### src/rtl/core/ihex_pkg.sv
// ihex_pkg: shared constants, types and the hex digit decoder for the hex record loader
// used by ihex_parser and intel_hex_record_loader; no other dependencies
`timescale 1ns / 1ps

package ihex_pkg;

    // characters at or past this column are dropped until the newline
    localparam int LINE_LIMIT = 256;
    localparam int COL_W      = $clog2(LINE_LIMIT + 1);
    localparam int CMP_W      = (COL_W > 8) ? COL_W : 8;

    localparam logic [7:0] CH_COLON = 8'h3A;
    localparam logic [7:0] CH_LF    = 8'h0A;
    localparam logic [7:0] CH_CR    = 8'h0D;
    localparam logic [7:0] CH_0     = 8'h30;
    localparam logic [7:0] CH_9     = 8'h39;
    localparam logic [7:0] CH_UA    = 8'h41;
    localparam logic [7:0] CH_UF    = 8'h46;
    localparam logic [7:0] CH_LA    = 8'h61;
    localparam logic [7:0] CH_LF_HEX = 8'h66;

    localparam logic [7:0] REC_DATA = 8'h00;
    localparam logic [7:0] REC_EOF  = 8'h01;
    localparam logic [7:0] REC_EXT  = 8'h04;

    localparam logic KIND_WRITE = 1'b0;
    localparam logic KIND_END   = 1'b1;

    localparam logic CFG_PAYLOAD_BASE = 1'b0;
    localparam logic CFG_REGION_END   = 1'b1;

    typedef struct packed {
        logic        valid;
        logic        kind;
        logic [31:0] offset;
        logic [7:0]  data_byte;
    } t_result;

    // anything that is not a hex digit decodes as zero
    function automatic logic [3:0] hex_digit(input logic [7:0] c);
        logic [7:0] v;
        v = 8'h00;
        if (c >= CH_0 && c <= CH_9) begin
            v = c - CH_0;
        end else if (c >= CH_UA && c <= CH_UF) begin
            v = c - CH_UA + 8'd10;
        end else if (c >= CH_LA && c <= CH_LF_HEX) begin
            v = c - CH_LA + 8'd10;
        end
        return v[3:0];
    endfunction

endpackage

### src/rtl/core/ihex_parser.sv
// ihex_parser: line and record state of the hex record loader, one character per step
// depends on ihex_pkg
`timescale 1ns / 1ps

module ihex_parser (
    input  logic                    i_clk,
    input  logic                    i_rst_n,
    input  logic                    i_step,
    input  logic [7:0]              i_char,
    input  logic [31:0]             i_payload_base,
    input  logic [32:0]             i_region_end,
    output ihex_pkg::t_result       o_res
);

    typedef enum logic [1:0] {
        M_START,
        M_REC,
        M_SKIP
    } t_mode;

    t_mode                      r_mode,   n_mode;
    logic [ihex_pkg::COL_W-1:0] r_column, n_column;
    logic [7:0]                 r_len,    n_len;
    logic [15:0]                r_addr,   n_addr;
    logic [7:0]                 r_kind,   n_kind;
    logic [15:0]                r_upper,  n_upper;
    logic [15:0]                r_ext,    n_ext;
    logic [3:0]                 r_high,   n_high;
    logic                       r_win,    n_win;
    logic                       r_finished, n_finished;

    logic [3:0]                 digit;
    logic [7:0]                 kind_new;
    logic [15:0]                ext_new;
    logic [31:0]                abs_addr;
    logic                       win_ok;
    logic [ihex_pkg::COL_W-1:0] data_col;
    logic [ihex_pkg::COL_W-1:0] idx;
    logic                       close_hit;
    logic [15:0]                close_upper;
    ihex_pkg::t_result          res;

    assign digit    = ihex_pkg::hex_digit(i_char);
    assign kind_new = {r_kind[3:0], digit};
    assign ext_new  = {r_ext[11:0], digit};
    assign abs_addr = {r_upper, r_addr};
    assign win_ok   = (abs_addr >= i_payload_base) &&
                      (({1'b0, abs_addr} + 33'(r_len)) <= i_region_end);
    assign data_col = r_column - ihex_pkg::COL_W'(9);
    assign idx      = data_col >> 1;

    // short extended address record: shift the collected digits up
    assign close_hit = (r_mode == M_REC) && (r_kind == ihex_pkg::REC_EXT) &&
                       (r_column >= ihex_pkg::COL_W'(9)) && (r_column <= ihex_pkg::COL_W'(12));
    always_comb begin
        case (r_column)
            ihex_pkg::COL_W'(10): close_upper = {r_ext[3:0], 12'h000};
            ihex_pkg::COL_W'(11): close_upper = {r_ext[7:0], 8'h00};
            ihex_pkg::COL_W'(12): close_upper = {r_ext[11:0], 4'h0};
            default:              close_upper = 16'h0000;
        endcase
    end

    always_comb begin
        n_mode     = r_mode;
        n_column   = r_column;
        n_len      = r_len;
        n_addr     = r_addr;
        n_kind     = r_kind;
        n_upper    = r_upper;
        n_ext      = r_ext;
        n_high     = r_high;
        n_win      = r_win;
        n_finished = r_finished;
        res        = '0;

        if (i_step && !r_finished) begin
            if (i_char == ihex_pkg::CH_LF) begin
                if (close_hit) begin
                    n_upper = close_upper;
                end
                n_mode   = M_START;
                n_column = '0;
            end else begin
                case (r_mode)
                    M_START: begin
                        if (i_char == ihex_pkg::CH_COLON) begin
                            n_mode   = M_REC;
                            n_column = ihex_pkg::COL_W'(1);
                            n_len    = '0;
                            n_addr   = '0;
                            n_kind   = '0;
                            n_ext    = '0;
                            n_high   = '0;
                            n_win    = 1'b0;
                        end else begin
                            n_mode = M_SKIP;
                        end
                    end
                    M_REC: begin
                        if (i_char == ihex_pkg::CH_CR) begin
                            if (close_hit) begin
                                n_upper = close_upper;
                            end
                            n_mode = M_SKIP;
                        end else if (r_column < ihex_pkg::COL_W'(ihex_pkg::LINE_LIMIT)) begin
                            n_column = r_column + 1'b1;
                            if (r_column <= ihex_pkg::COL_W'(2)) begin
                                n_len = {r_len[3:0], digit};
                            end else if (r_column <= ihex_pkg::COL_W'(6)) begin
                                n_addr = {r_addr[11:0], digit};
                            end else if (r_column <= ihex_pkg::COL_W'(8)) begin
                                n_kind = kind_new;
                                if (r_column == ihex_pkg::COL_W'(8)) begin
                                    n_win = (kind_new == ihex_pkg::REC_DATA) && win_ok;
                                    if (kind_new == ihex_pkg::REC_EOF) begin
                                        n_finished = 1'b1;
                                        res.valid  = 1'b1;
                                        res.kind   = ihex_pkg::KIND_END;
                                    end
                                end
                            end else if (r_kind == ihex_pkg::REC_EXT) begin
                                if (r_column <= ihex_pkg::COL_W'(12)) begin
                                    n_ext = ext_new;
                                    if (r_column == ihex_pkg::COL_W'(12)) begin
                                        n_upper = ext_new;
                                    end
                                end
                            end else if (r_kind == ihex_pkg::REC_DATA && r_win) begin
                                if (ihex_pkg::CMP_W'(idx) < ihex_pkg::CMP_W'(r_len)) begin
                                    if (!data_col[0]) begin
                                        n_high = digit;
                                    end else begin
                                        res.valid     = 1'b1;
                                        res.kind      = ihex_pkg::KIND_WRITE;
                                        res.offset    = abs_addr + 32'(idx) - i_payload_base;
                                        res.data_byte = {r_high, digit};
                                    end
                                end
                            end
                        end
                    end
                    default: ;
                endcase
            end
        end
    end

    assign o_res = res;

    always_ff @(posedge i_clk) begin
        if (!i_rst_n) begin
            r_mode     <= M_START;
            r_column   <= '0;
            r_len      <= '0;
            r_addr     <= '0;
            r_kind     <= '0;
            r_upper    <= '0;
            r_ext      <= '0;
            r_high     <= '0;
            r_win      <= 1'b0;
            r_finished <= 1'b0;
        end else begin
            r_mode     <= n_mode;
            r_column   <= n_column;
            r_len      <= n_len;
            r_addr     <= n_addr;
            r_kind     <= n_kind;
            r_upper    <= n_upper;
            r_ext      <= n_ext;
            r_high     <= n_high;
            r_win      <= n_win;
            r_finished <= n_finished;
        end
    end

    // once the end record is seen nothing more comes out
    a_quiet_after_end: assert property (@(posedge i_clk) disable iff (!i_rst_n)
        r_finished |-> !o_res.valid)
        else $error("result after end record");

    // a result only ever comes from a character being consumed inside a record
    a_result_in_record: assert property (@(posedge i_clk) disable iff (!i_rst_n)
        o_res.valid |-> (i_step && r_mode == M_REC))
        else $error("result outside a record");

    // a data write only comes from the second digit of a pair in a window record
    a_write_needs_window: assert property (@(posedge i_clk) disable iff (!i_rst_n)
        (o_res.valid && o_res.kind == ihex_pkg::KIND_WRITE) |->
            (r_win && r_column >= ihex_pkg::COL_W'(10) && data_col[0]))
        else $error("data write outside window or off a pair");

endmodule

### src/rtl/core/intel_hex_record_loader.sv
// intel_hex_record_loader: top level, input and result registers around the record parser
// depends on ihex_pkg and ihex_parser
`timescale 1ns / 1ps

// Takes hex record text one character per beat and yields byte writes (offset from payload
// base) for data records inside the window, and one end beat for the end of file record;
// after that every character is taken and dropped until reset. The block takes one
// character per cycle when the result side keeps up: a character is held in the input
// register, is decoded in a single pass, and its result, if any, lands in the result
// register. Only a stalled result register holds the input side back. Registers are to be
// written through the cfg port only between records; the block itself does not enforce it.
module intel_hex_record_loader (
    input  logic        i_clk,
    input  logic        i_rst_n,
    input  logic        i_cfg_we,
    input  logic        i_cfg_idx,
    input  logic [32:0] i_cfg_wdata,
    input  logic        i_in_valid,
    output logic        o_in_ready,
    input  logic [7:0]  i_char_in,
    output logic        o_out_valid,
    input  logic        i_out_ready,
    output logic        o_kind,
    output logic [31:0] o_offset,
    output logic [7:0]  o_data_byte
);

    logic [31:0]       r_payload_base;
    logic [32:0]       r_region_end;
    logic              r_in_valid;
    logic [7:0]        r_char;
    logic              r_out_valid;
    logic              r_kind;
    logic [31:0]       r_offset;
    logic [7:0]        r_data_byte;

    logic              advance;
    logic              step;
    ihex_pkg::t_result res;

    // the held character moves on whenever the result register is free or draining
    assign advance    = !r_out_valid || i_out_ready;
    assign step       = r_in_valid && advance;
    assign o_in_ready = !r_in_valid || advance;

    ihex_parser u_parser (
        .i_clk          (i_clk),
        .i_rst_n        (i_rst_n),
        .i_step         (step),
        .i_char         (r_char),
        .i_payload_base (r_payload_base),
        .i_region_end   (r_region_end),
        .o_res          (res)
    );

    always_ff @(posedge i_clk) begin
        if (!i_rst_n) begin
            r_payload_base <= '0;
            r_region_end   <= 33'h1_0000_0000;
            r_in_valid     <= 1'b0;
            r_out_valid    <= 1'b0;
        end else begin
            if (i_cfg_we) begin
                case (i_cfg_idx)
                    ihex_pkg::CFG_PAYLOAD_BASE: r_payload_base <= i_cfg_wdata[31:0];
                    ihex_pkg::CFG_REGION_END:   r_region_end   <= i_cfg_wdata;
                    default: ;
                endcase
            end
            if (o_in_ready) begin
                r_in_valid <= i_in_valid;
            end
            if (advance) begin
                r_out_valid <= step && res.valid;
            end
        end
    end

    always_ff @(posedge i_clk) begin
        if (i_in_valid && o_in_ready) begin
            r_char <= i_char_in;
        end
        if (advance && step && res.valid) begin
            r_kind      <= res.kind;
            r_offset    <= res.offset;
            r_data_byte <= res.data_byte;
        end
    end

    assign o_out_valid = r_out_valid;
    assign o_kind      = r_kind;
    assign o_offset    = r_offset;
    assign o_data_byte = r_data_byte;

endmodule
### config.mk
export PLATFORM = sky130hd
export DESIGN_NAME = intel_hex_record_loader
export DESIGN_NICKNAME = d
export VERILOG_FILES = /design/src/rtl/core/ihex_pkg.sv /design/src/rtl/core/ihex_parser.sv /design/src/rtl/core/intel_hex_record_loader.sv
export SDC_FILE = /design/constraint.sdc
export NUM_CORES = 1
export LEC_CHECK = 0
export ABC_AREA = 0
export BUFFER_PORTS_ARGS = -buffer_cell sky130_fd_sc_hd__buf_2
export CORE_MARGIN = 8
export CORE_UTILIZATION = 35
export CTS_CLUSTER_DIAMETER = 40
export DETAILED_ROUTE_END_ITERATION = 8
export SLEW_MARGIN = 20
export SYNTH_ARGS = -nofsm -noshare
export SYNTH_HDL_FRONTEND = slang
export SYNTH_SLANG_ARGS = --single-unit
### constraint.sdc
create_clock -name i_clk -period 11.7 [get_ports i_clk]
set_clock_uncertainty 0.05 [all_clocks]
set_input_delay 3.51 -clock i_clk [delete_from_list [all_inputs] [get_ports i_clk]]
set_output_delay 3.51 -clock i_clk [all_outputs]
set_load 0.01 [all_outputs]
======== Yosys cells after proc, flatten, opt, wreduce, memory -nomap -nowiden ========
Cells that the tools add are included.
storage, ports and cells
  register bits after elaboration ......... 193
  input bits .............................. 47
  output and inout bits ................... 43
  word-level logic and storage cells ...... 214
operators by class
  add/sub/neg operators ................... 10
  order comparisons ....................... 15
  equal/unequal tests ..................... 33
  mux-type cells .......................... 83
  bitwise logic cells ..................... 11
  reductions and logical operators ........ 44
operators with widths
  cell                number
  $mux 42             11
  $mux 16             16
  $mux 12             7
  $mux 8              9
  $mux 4              13
  $pmux 16 s3         1
  $mux 40             1
  $eq 9x4->1 const B  4
  $mux 9              4
  $add 32x8->33       1
  $le 33x33->1        1
  $add 32x8->32       1
  $ge 32x32->1        1
  $pmux 16 s2         1
  $pmux 8 s2          2
  $sub 32x32->32      1
  $ne 2x2->1 const B  15
  $pmux 12 s2         1
  $reduce_and 10->1   2
  $le 9x4->1 const B  2
  $pmux 9 s2          1
  $reduce_and 9->1    2
  $eq 8x4->1 const B  2
  $ge 8x7->1 const B  2
  other kinds (41)    95

======== Longest topological paths before layout ========
  depth after elaboration ................. 18
  mapped depth ............................ 23
  mapped depth without buffers ............ 22

======== By module ========
From an unflattened synthesis, not the netlist that was laid out.
second synthesis, totals
  cell total of the unflattened synthesis .. 1441
  area, all modules ....................... 12724.7 um^2
by module, submodules not included
  module                   instances  cells each  area an instance (um^2)  sequential area each (um^2)
  ihex_parser              1          1130        8643.3                   1541.5
  intel_hex_record_loader  1          311         4081.4                   2812.7

======== Least setup slack after synthesis ========
No wires, ideal clock.
  path kind ............................... input-to-output
  start point ............................. in i_out_ready
  end point ............................... out o_in_ready
  arrival ................................. 3.813 ns
  required time ........................... 8.140 ns
  path slack .............................. 4.327 ns
  stages on the path ...................... 2
  path buffers ............................ 0
  path through ............................ nor2b_1 nand2_1
on the way
  word-level cells in the longest chain between the ends .. 2
RTL lines
  element           RTL line                       RTL
  start, declared   intel_hex_record_loader.sv:22  input logic i_out_ready,
  $logic_or 1x1->1  intel_hex_record_loader.sv:42  assign advance = !r_out_valid || i_out_ready;
  $logic_or 1x1->1  intel_hex_record_loader.sv:44  assign o_in_ready = !r_in_valid || advance;
  end, declared     intel_hex_record_loader.sv:19  output logic o_in_ready,
No other way between the ends.

======== Worst setup path in the final report ========
Ends and elaborated chain as after synthesis.

==> impl_metrics.json <==
{
  "drive_gt1_frac": 0.0926,
  "crit_slowest_cell": "nor2b_1",
  "routed_wl_um": 33600,
  "cp-end-kind": "output port",
  "numClockSinks": 193,
  "syn_area_um2": 12100,
  "outcome": "complete, no violations",
  "cts_buffer_depth": 2,
  "cts_resized": 0,
  "hold_path_depth": 2,
  "grt_max_degree": 95,
  "via_per_inst": 5.17,
  "drt_iter0_drc": 795,
  "start_util": 0.352,
  "timing.rr.start": "u_parser.r_column[0]$_SDFFE_PN0P_",
  "fin_cells": 1978,
  "drt_first_pass_iters": 5,
  "antenna_found_initial": 2,
  "fin_area_um2": 13500,
  "ir_drop_mv": 0.105,
  "syn2layout_area_growth_pct": 11.7,
  "finalCritPeriodShare": 0.651,
  "nNetsFinal": 1697,
  "drcViolationCount": 0,
  "place_hpwl_um": 26100,
  "worstHoldPathType": "reg -> reg",
  "worst_pin_slew_ps": 997,
  "synthArstFlopShare": 0,
  "cp_max_fo": 4,
  "numPortBuffers": 89,
  "leakagePower_uw": 0.00520,
  "clkTransAtPathRegs_ps": 70,
  "setup_tns_ps": 0,
  "place_area_um2": 12900,
  "fin_crit_ps": 7620,
  "ys_types": 70,
  "relSlewSlack": 0.335,
  "path_common_cell": "buf_2",
  "r2r-end": "o_offset[31]$_SDFFCE_PP0P_",
  "die_h_um": 202,
  "cp.required_ps": 8140,
  "r2r_slack_ps": 6210,
  "h-tree-depth": 4,
  "cp_slowest_stage_delay_ps": 220,
  "die_width_um": 202,
  "synthesis.instances": 1446,
  "synthesis.area_per_instance_um2": 8.34,
  "rows": 68,
  "dp.cells": 1945,
  "min_to": "r_region_end[2]$_SDFFE_PN0P_",
  "max_cap_viol_count": 0,
  "ioPinCount": 90,
  "p_per_area_nw_per_um2": 105,
  "cts_setup_buffers": 0,
  "syn_nets": 1634,
  "cts_tree": "built",
  "postRouteAntennaNets": 0,
  "ctsHoldBuffers": 0,
  "setup_ws_ps": 4080,
  "n_fill_cell": 3475,
  "fmax_mhz": 131,
  "grt.overflow.total": 0,
  "grt_pass1_wl_um": 53900,
  "place_ws_ps": 4080,
  "synth-main-ff-cell": "dfxtp_1",
  "wire_per_inst_um": 17.0,
  "synth_edf_count": 49,
  "grt_usage": 0.164,
  "criticalPathCategory": "in -> out",
  "numCtsBuffers": 17,
  "yosys_warnings": 0,
  "synth_seq_area_share": 0.361,
  "cp.arrival_ps": 4060,
  "ys_ff_latch": 193,
  "hold_viol": 0,
  "cp_cell_sequence": "buf_2, nor2b_1, nand2_1, buf_2",
  "place.gp.congestion": 0.911,
  "worst_hold_slack_ps": 405,
  "rr_worst_depth": 15,
  "min_from": "r_region_end[2]$_SDFFE_PN0P_",
  "core_um2": 34300,
  "cts_root_buf": "clkbuf_16",
  "cp-start-kind": "primary input",
  "rsz0062_at_grt": "no",
  "final_max_slew_viol_count": 0,
  "clkLatencyLatePin_ps": 460,
  "setup_viol": 0,
  "first_global_vias": 9991,
  "dieArea_um2": 40700,
  "vias": 10200
}
-- worst max-delay path: cells and delay by family --
kind	cells	cell delay, ps
buffers and inverters	2	240
and+or+nand+nor	2	310
-- cell usage after synthesis, types with 9 or more instances --
| cell | number | share of area |
|---|---|---|
| edfxtp_1 | 49 | 0.12 |
| nand3_1 | 42 | 0.017 |
| nand2_1 | 216 | 0.067 |
| and2_1 | 10 | 0.0052 |
| nor4_1 | 17 | 0.0088 |
| inv_1 | 132 | 0.041 |
| o21a_1 | 9 | 0.0056 |
| dfxtp_1 | 144 | 0.24 |
| nor2_1 | 135 | 0.042 |
| nand2b_1 | 14 | 0.0073 |
| nand4_1 | 13 | 0.0067 |
| xnor2_1 | 39 | 0.028 |
| ha_1 | 120 | 0.12 |
| nor3_1 | 16 | 0.0066 |
| o21ai_0 | 52 | 0.022 |
| a21oi_1 | 141 | 0.058 |
| xor2_1 | 22 | 0.016 |
| a22oi_1 | 28 | 0.017 |
| fa_1 | 21 | 0.035 |
| clkbuf_1 | 48 | 0.015 |
| nor2b_1 | 19 | 0.0099 |
| and3_1 | 14 | 0.0073 |
| a211oi_1 | 12 | 0.0075 |
| a21o_1 | 22 | 0.014 |
-- flip-flops by register name, summed over array words and instances (netlist names), 8 cells and up --
register           count
u_parser.r_addr       16
r_payload_base        32
r_region_end          33
u_parser.r_column      9
u_parser.r_kind        8
o_data_byte            8
r_char                 8
o_offset              32
u_parser.r_ext        12
u_parser.r_upper      16
u_parser.r_len         8
-- area by class of cell --
type	instances	area [um^2]	area share
multi-input cells	1065	6980	0.518
inverters	133	500	0.0371
diodes	1	2.50	0.000186
clock inverters	14	118	0.00873
clock buffers	18	429	0.0318
flip-flops and latches	193	4350	0.323
well taps	455	569	0.0422
repair buffers	99	520	0.0386
-- placed cells by master, fill, tap and decap left out, types with 7 or more instances in the layout --
| master | count |
|---|---|
| a22oi_1 | 28 |
| nand4_1 | 13 |
| o21ai_0 | 52 |
| ha_1 | 120 |
| dfxtp_1 | 144 |
| and2_1 | 10 |
| o21a_1 | 9 |
| clkbuf_16 | 17 |
| xnor2_1 | 39 |
| inv_1 | 132 |
| nor3_1 | 16 |
| inv_6 | 7 |
| nor2b_1 | 18 |
| a21oi_1 | 141 |
| fa_1 | 21 |
| buf_2 | 89 |
| buf_4 | 10 |
| and3_1 | 14 |
| a31oi_1 | 8 |
| nand3_1 | 42 |
| xor2_1 | 22 |
| edfxtp_1 | 49 |
| a211oi_1 | 12 |
| nor2_1 | 135 |
| a21o_1 | 22 |
| a21boi_0 | 7 |
| nor4_1 | 17 |
| nand2_1 | 215 |
| nand2b_1 | 14 |
-- worst max-delay path by stage --
| stage | start | endpoint | slack, ps | cells past startpoint |
|---|---|---|---|---|
| 3_5_place_dp | i_out_ready | o_in_ready | 4080 | 4 |
| 4_1_cts | i_out_ready | o_in_ready | 4070 | 4 |
| 6_report | i_out_ready | o_in_ready | 4080 | 4 |
| 5_1_grt | i_out_ready | o_in_ready | 3990 | 4 |
| 3_3_place_gp | i_out_ready | o_in_ready | 4090 | 4 |
| 2_1_floorplan | i_out_ready | o_in_ready | 4330 | 2 |
-- per-stage QoR --
step	utilization	power, uW
2_1_floorplan	-	822
3_5_place_dp	0.377	870
6_report	0.393	1420
5_1_grt	0.393	1480
3_3_place_gp	0.377	867
4_1_cts	0.393	1430
-- routing by layer --
layer	global-route usage	wire length [um]
met1	0.215	15500
met2	0.259	15200
met3	0.0367	1860
met4	0.0644	1040
met5	0	10
-- cells by family after synthesis --
logic type,count (synthesis),synth area share
adders and majority gates,141,0.159
and+or+nand+nor,521,0.197
DFF,193,0.361
muxes,5,0.00415
AOI/OAI and AO/OA,337,0.173
buffers and inverters,188,0.0608
xor gates and xnor gates,61,0.0443
-- power by group --
part           internal [uW]  switching [uW]
Combinational           58.5            92.6
Clock                    279             286
Sequential               694            10.2
Power figures use the tool's default switching activity.
